**config.mk**
```make
export PLATFORM = sky130hd
export DESIGN_NAME = ctsp_div
export DESIGN_NICKNAME = d
export VERILOG_FILES = /design/src/rtl/ctsp_pkg.sv /design/src/rtl/ctsp_div.sv
export SDC_FILE = /design/constraint.sdc
export NUM_CORES = 2
export LEC_CHECK = 0
export BUFFER_PORTS_ARGS = -buffer_cell sky130_fd_sc_hd__buf_2
export CAP_MARGIN = 20
export CORE_ASPECT_RATIO = 1.1
export CORE_MARGIN = 4
export CORE_UTILIZATION = 49
export DETAILED_ROUTE_END_ITERATION = 10
export GPL_TIMING_DRIVEN = 0
export PLACE_DENSITY = 0.71
export SLEW_MARGIN = 10
export SYNTH_ARGS = -nofsm -noshare
export SYNTH_HDL_FRONTEND = slang
export SYNTH_SLANG_ARGS = --single-unit
```
**constraint.sdc**
```tcl
create_clock -name aclk -period 14.2 [get_ports aclk]
set_input_delay 0.71 -clock aclk [delete_from_list [all_inputs] [get_ports aclk]]
set_output_delay 0.71 -clock aclk [all_outputs]
set_load 0.02 [all_outputs]
```
**src/rtl/ctsp_pkg.sv**
```systemverilog
// shared types, constants and elaboration-time functions of the constant turn predictor
package ctsp_pkg;

    localparam int ROTATE_STAGES_DEF = 16;
    localparam int FRAC_BITS_DEF     = 16;
    localparam int GUARD_BITS        = 8;

    localparam int DATA_W = 32;
    localparam int DT_W   = 16;
    localparam int TURN_W = 24;
    localparam int XW     = 42;
    localparam int ANG_W  = 41;
    localparam int RED_W  = 41;
    localparam int RED_STAGES    = 3;
    localparam int RED_PER_STAGE = 3;
    localparam int RX_W   = XW - GUARD_BITS;
    localparam int DV_W   = 36;
    localparam int DIV_DW = DV_W + 16;
    localparam int DIV_SW = 24;
    localparam int DIV_BITS   = 4;
    localparam int DIV_STAGES = DIV_DW / DIV_BITS;
    localparam int DIV_LAT    = DIV_STAGES + 2;
    localparam int Q_W        = DIV_DW + 1;
    localparam int IN_W  = 144;
    localparam int OUT_W = 128;

    localparam longint PI_Q28      = 843314857;
    localparam longint HALF_PI_Q28 = 421657428;
    localparam longint TWO_PI_Q28  = 1686629713;

    localparam logic signed [TURN_W-1:0] TURN_RESET = 24'sd6554;

    typedef struct packed {
        logic signed [DATA_W-1:0] px;
        logic signed [DATA_W-1:0] py;
        logic signed [DATA_W-1:0] vx;
        logic signed [DATA_W-1:0] vy;
        logic signed [DATA_W-1:0] lin_px;
        logic signed [DATA_W-1:0] lin_py;
        logic                     straight;
    } side_t;

    function automatic longint atan_q30(input int i);
        longint a;
        case (i)
            0:  a = 843314856;
            1:  a = 497837829;
            2:  a = 263043836;
            3:  a = 133525158;
            4:  a = 67021686;
            5:  a = 33543515;
            6:  a = 16775850;
            7:  a = 8388437;
            8:  a = 4194282;
            9:  a = 2097149;
            10: a = 1048575;
            11: a = 524287;
            12: a = 262143;
            13: a = 131071;
            14: a = 65535;
            15: a = 32767;
            16: a = 16383;
            17: a = 8191;
            18: a = 4095;
            19: a = 2047;
            20: a = 1023;
            21: a = 511;
            22: a = 255;
            23: a = 127;
            24: a = 63;
            25: a = 31;
            26: a = 15;
            27: a = 7;
            28: a = 3;
            29: a = 1;
            default: a = 0;
        endcase
        return a;
    endfunction

    // stage angle rounded half up from q30 to the rotator's fraction width
    function automatic longint atan_stage(input int i, input int frac);
        int sh;
        sh = 30 - frac;
        return (atan_q30(i) + (longint'(1) << (sh - 1))) >>> sh;
    endfunction

    // inverse rotator gain in q30, 2^60 / isqrt(prod(1 + 2^-2i) in q60)
    function automatic logic [63:0] inv_gain_q30(input int n);
        logic [63:0] p;
        logic [63:0] nn;
        logic [63:0] res;
        logic [63:0] bv;
        logic [64:0] r;
        logic [63:0] q;
        p = 64'd1 << 60;
        for (int i = 0; i < 32; i++) begin
            if (i < n) begin
                p = p + (p >> (2 * i));
            end
        end
        nn  = p;
        res = '0;
        bv  = 64'd1 << 62;
        for (int k = 0; k < 32; k++) begin
            if (bv > nn) begin
                bv = bv >> 2;
            end
        end
        for (int k = 0; k < 32; k++) begin
            if (bv != 0) begin
                if (nn >= res + bv) begin
                    nn  = nn - (res + bv);
                    res = (res >> 1) + bv;
                end else begin
                    res = res >> 1;
                end
                bv = bv >> 2;
            end
        end
        r = '0;
        q = '0;
        for (int k = 63; k >= 0; k--) begin
            r = {r[63:0], (k == 60) ? 1'b1 : 1'b0};
            if (r >= {1'b0, res}) begin
                r    = r - {1'b0, res};
                q[k] = 1'b1;
            end
        end
        return q;
    endfunction

    function automatic logic signed [DATA_W-1:0] sat32(input logic signed [63:0] v);
        logic signed [DATA_W-1:0] s;
        if (v > 64'sd2147483647) begin
            s = 32'sh7fffffff;
        end else if (v < -64'sd2147483648) begin
            s = 32'sh80000000;
        end else begin
            s = v[DATA_W-1:0];
        end
        return s;
    endfunction

endpackage

```
**src/rtl/ctsp_div.sv**
```systemverilog
// pipelined signed divider, velocity change times 2^16 over turn rate, truncating
module ctsp_div (
    input  logic                               aclk,
    input  logic                               en,
    input  logic signed [ctsp_pkg::DV_W-1:0]   num,
    input  logic signed [ctsp_pkg::TURN_W-1:0] den,
    output logic signed [ctsp_pkg::Q_W-1:0]    quo
);
    import ctsp_pkg::*;

    logic              neg0_reg;
    logic [DIV_DW-1:0] dd0_reg;
    logic [DIV_SW-1:0] dsr0_reg;
    logic [DV_W-2:0]   num_mag;

    assign num_mag = num[DV_W-1] ? (DV_W-1)'(-num) : num[DV_W-2:0];

    always_ff @(posedge aclk) begin
        if (en) begin
            neg0_reg <= num[DV_W-1] ^ den[TURN_W-1];
            dd0_reg  <= {1'b0, num_mag, 16'd0};
            dsr0_reg <= den[TURN_W-1] ? DIV_SW'(-den) : DIV_SW'(den);
        end
    end

    logic [DIV_SW:0]   rem_reg [DIV_STAGES];
    logic [DIV_DW-1:0] dd_reg  [DIV_STAGES];
    logic [DIV_SW-1:0] dsr_reg [DIV_STAGES];
    logic              neg_reg [DIV_STAGES];

    for (genvar k = 0; k < DIV_STAGES; k++) begin : g_stage
        logic [DIV_SW:0]   ri, rem_next;
        logic [DIV_DW-1:0] di, dd_next;
        logic [DIV_SW-1:0] si;
        logic              ni;

        if (k == 0) begin : g_first
            assign ri = '0;
            assign di = dd0_reg;
            assign si = dsr0_reg;
            assign ni = neg0_reg;
        end else begin : g_rest
            assign ri = rem_reg[k-1];
            assign di = dd_reg[k-1];
            assign si = dsr_reg[k-1];
            assign ni = neg_reg[k-1];
        end

        // restoring steps, quotient bits shift in at the bottom of the dividend
        always_comb begin
            rem_next = ri;
            dd_next  = di;
            for (int j = 0; j < DIV_BITS; j++) begin
                rem_next = {rem_next[DIV_SW-1:0], dd_next[DIV_DW-1]};
                dd_next  = {dd_next[DIV_DW-2:0], 1'b0};
                if (rem_next >= {1'b0, si}) begin
                    rem_next   = rem_next - {1'b0, si};
                    dd_next[0] = 1'b1;
                end
            end
        end

        always_ff @(posedge aclk) begin
            if (en) begin
                rem_reg[k] <= rem_next;
                dd_reg[k]  <= dd_next;
                dsr_reg[k] <= si;
                neg_reg[k] <= ni;
            end
        end
    end

    logic signed [Q_W-1:0] quo_reg;

    always_ff @(posedge aclk) begin
        if (en) begin
            quo_reg <= neg_reg[DIV_STAGES-1] ? -$signed({1'b0, dd_reg[DIV_STAGES-1]})
                                             : $signed({1'b0, dd_reg[DIV_STAGES-1]});
        end
    end

    assign quo = quo_reg;

endmodule

```
==> impl_metrics.csv <==
group,metric,value,unit
run_status,run_status,"completed",
clock_tree,cts-root-buf,"clkbuf_16",
finish,layout_commonest_cell,"ha_1",
route,route.met2.wl,152000,um
grt,grt_pass1_vias,88110,
clock_tree,cts_buffers,135,
placed_design,gp_congestion,1.001,
finish,utilization,0.5364,
worst_setup_path,worst_path_max_delay_cell,"edfxtp_1",
clock_tree,htree_levels,4,
run,drv_cap,0,
finish,nNetsFinal,13062,
worst_setup_path,arrival,14.25,ns
die,die_area,229800,sq um
logic_synthesis,async_flop_share,0,
clock_tree,cts_max_path_buffers,3,
worst_setup_path,reg2reg_depth,51,
placed_design,hpwl,261400,um
min_path,min_to,"dd0_reg[16]",
sta,slew_violations,0,
clock_tree,clkTransAtPathRegs,0.07,ns
sta,relSlewSlack,0.2198,
worst_setup_path,max_stage_delay,0.52,ns
route,first_iter_violations,7495,
worst_setup_path,start_kind,"flop",
min_path,hold_class,"in2reg",
logic_synthesis,ys_ff_latch,1210,
min_path,hold_depth,1,
sta,fmax,73.06,MHz
logic_synthesis,yosys.area.top_type_share,0.3338,
sta,hold_viol,0,
grt,grt_pass1_wl,492000,um
route,drtAntennaViolNets,0,
logic_synthesis,synthCells,11451,
finish,synthToLayoutAreaGrowth,8.904,%
worst_setup_path,rrSetupSlack,0.51,ns
finish,layout_common_cells,"1216 x ha_1, 1210 x edfxtp_1, 933 x a21oi_1",
finish,largest_reg_flops,508,
sta,finalCriticalPeriod,13.69,ns
sta,fin_tns_setup,0,ns
route,wirelength,323200,um
route,highest_layer,"met4",
die,core,221000,sq um
logic_synthesis,synth_edf_count,1210,
placed_design,io_buffers,113,
logic_synthesis,yosysSeqAreaShare,0.3338,
worst_setup_path,end_kind,"flop",
logic_synthesis,synth-main-ff-cell,"edfxtp_1",
route,dr_wl_met3,16690,um
min_path,hp-start,"num[0]",
logic_synthesis,synth_area_leader_cell,"edfxtp_1",
finish,drive_gt1_frac,0.09814,
worst_setup_path,required,14.77,ns
worst_setup_path,reg2reg_to,"rem_reg[2][44]",
die,die_y,502.3,um
logic_synthesis,synth.yosys.warnings,0,
grt,overflow,0,
clock_tree,cts.sinks,1210,
worst_setup_path,cp_common_cell,"a21oi_1",
die,initial_core_util,0.4925,
die,die_w,457.4,um
placed_design,place_area,113400,sq um
logic_synthesis,syn_area,108900,sq um
grt,grt_antenna_before_repair,14,
sta,finalSetupViolCount,0,
route,drc,0,
route,drt_first_pass_iters,6,
clock_tree,ctsHoldBuffers,0,
logic_synthesis,ys_types,114,
route,wl_per_cell,21.86,um
worst_setup_path,reg2reg_from,"dsr_reg[2][1]",
die,io_pins,115,
grt,track_usage,0.2698,
logic_synthesis,ys_top_cells_by_area,"edfxtp_1 33%, ha_1 14%, xnor2_1 5.8%",
route,met1_length,134500,um
sta,post-route-period-util,0.9640,
worst_setup_path,crit_type,"reg2reg",
die,row_count,181,
clock_tree,worstSkewPairLatency,0.83,ns
route,routed_via_density,6.124,
clock_tree,cts_tree,"yes",
worst_setup_path,path_max_fanout,10,
sta,max_slew.worst_pin.slew,1.170,ns
finish,fin_area,118600,sq um
grt,grt_max_degree,178,
route,vias,90538,
sta,fin_skew,0.04305,ns
logic_synthesis,syn_area_per_cell,9.507,sq um
[metrics by stage]
step / worst slack, ns / hold slack (ns) / cells
final: 0.5118 / 0.08926 / 14783
after global routing: -0.04123 / 0.05466 / 14781
after CTS: 0.009421 / 0.01603 / 14757
after detailed placement: -2.037 / 0.4045 / 14510
after global placement: -6.449 / 0.4002 / 14502
after floorplan: 2.764 / 0.4003 / 11461
[cell type report]
type                       instances  area, sq um
tap                             2928         3664
antenna                            4        10.01
clock buffer                     147         3423
buffer                           208         1011
fill                           19706       102500
multi-input combinational       9296        69270
timing repair buffer             153         1069
inverter                         741         2800
clock inverter                    96        968.4
sequential                      1210        36330
[cells by family after synthesis]
| logic type | after synthesis | share of synthesized area |
|---|---|---|
| AO/OA/AOI/OAI | 3448 | 0.2067 |
| buffers and inverters | 955 | 0.03434 |
| adder cells (fa/ha/maj) | 1255 | 0.1469 |
| XOR/XNOR | 1067 | 0.08585 |
| AND/OR/NAND/NOR | 2887 | 0.1284 |
| flip-flops | 1210 | 0.3338 |
| multiplexers | 628 | 0.06395 |
| other | 1 | 0.00003445 |
[metal layers]
| layer | GRT usage | up-vias |
|---|---|---|
| met5 | 0 | - |
| met4 | 0.1516 | 0 |
| met3 | 0.03059 | 765 |
| met2 | 0.4594 | 2997 |
| met1 | 0.3338 | 43259 |
| li1 | - | 43517 |
[cells in the mapped netlist (67+ instances only)]
cell type / count
ha_1: 1216
edfxtp_1: 1210
a21oi_1: 945
nand2_1: 820
o21ai_0: 734
inv_1: 726
xnor2_1: 721
nor2_1: 707
a21o_1: 508
mux2_2: 463
xor2_1: 346
nand3_1: 203
nor3_1: 191
o21a_1: 175
nand4_1: 171
nand2b_1: 154
nor2b_1: 146
o21bai_1: 137
clkbuf_1: 129
o31ai_1: 99
and3_1: 98
a211oi_1: 95
or3_1: 91
mux2i_1: 90
a31oi_1: 82
mux2_1: 74
and2_1: 69
or2_2: 67
[timing repair]
item | 4_1_cts | 5_1_grt
endpoints found under the setup margin | 207 | 300
hold endpoints to repair | 0 | 0
pin swaps | 2 | 5
setup buffers | 7 | 23
gates resized for setup | 57 | 117
[worst max-delay path, delay by kind of cell (launching register included)]
kind                     cells  cell delay (ns)
AND/OR/NAND/NOR              9             1.81
flip-flops                   1             0.52
buffers and inverters        8             2.03
multiplexers                 3             0.92
adder cells (fa/ha/maj)      4             1.28
AO/OA/AOI/OAI               27             6.83
[worst max path at each step]
stage,start,end,slack (ns),depth (start not counted)
finish,dsr_reg[2][1],rem_reg[2][44],0.51,51
global route,dsr_reg[1][74],rem_reg[2][5],-0.04,53
CTS,dsr_reg[1][73],rem_reg[2][5],0.009,52
detailed placement,dsr_reg[1][25],rem_reg[1][50],-2.04,55
global placement,en,quo[33],-6.45,1
floorplan,dsr_reg[1][49],rem_reg[1][97],2.76,51
Power is not shown: default switching activity piles up to over one toggle a cycle in this logic, so the estimate is an artifact.
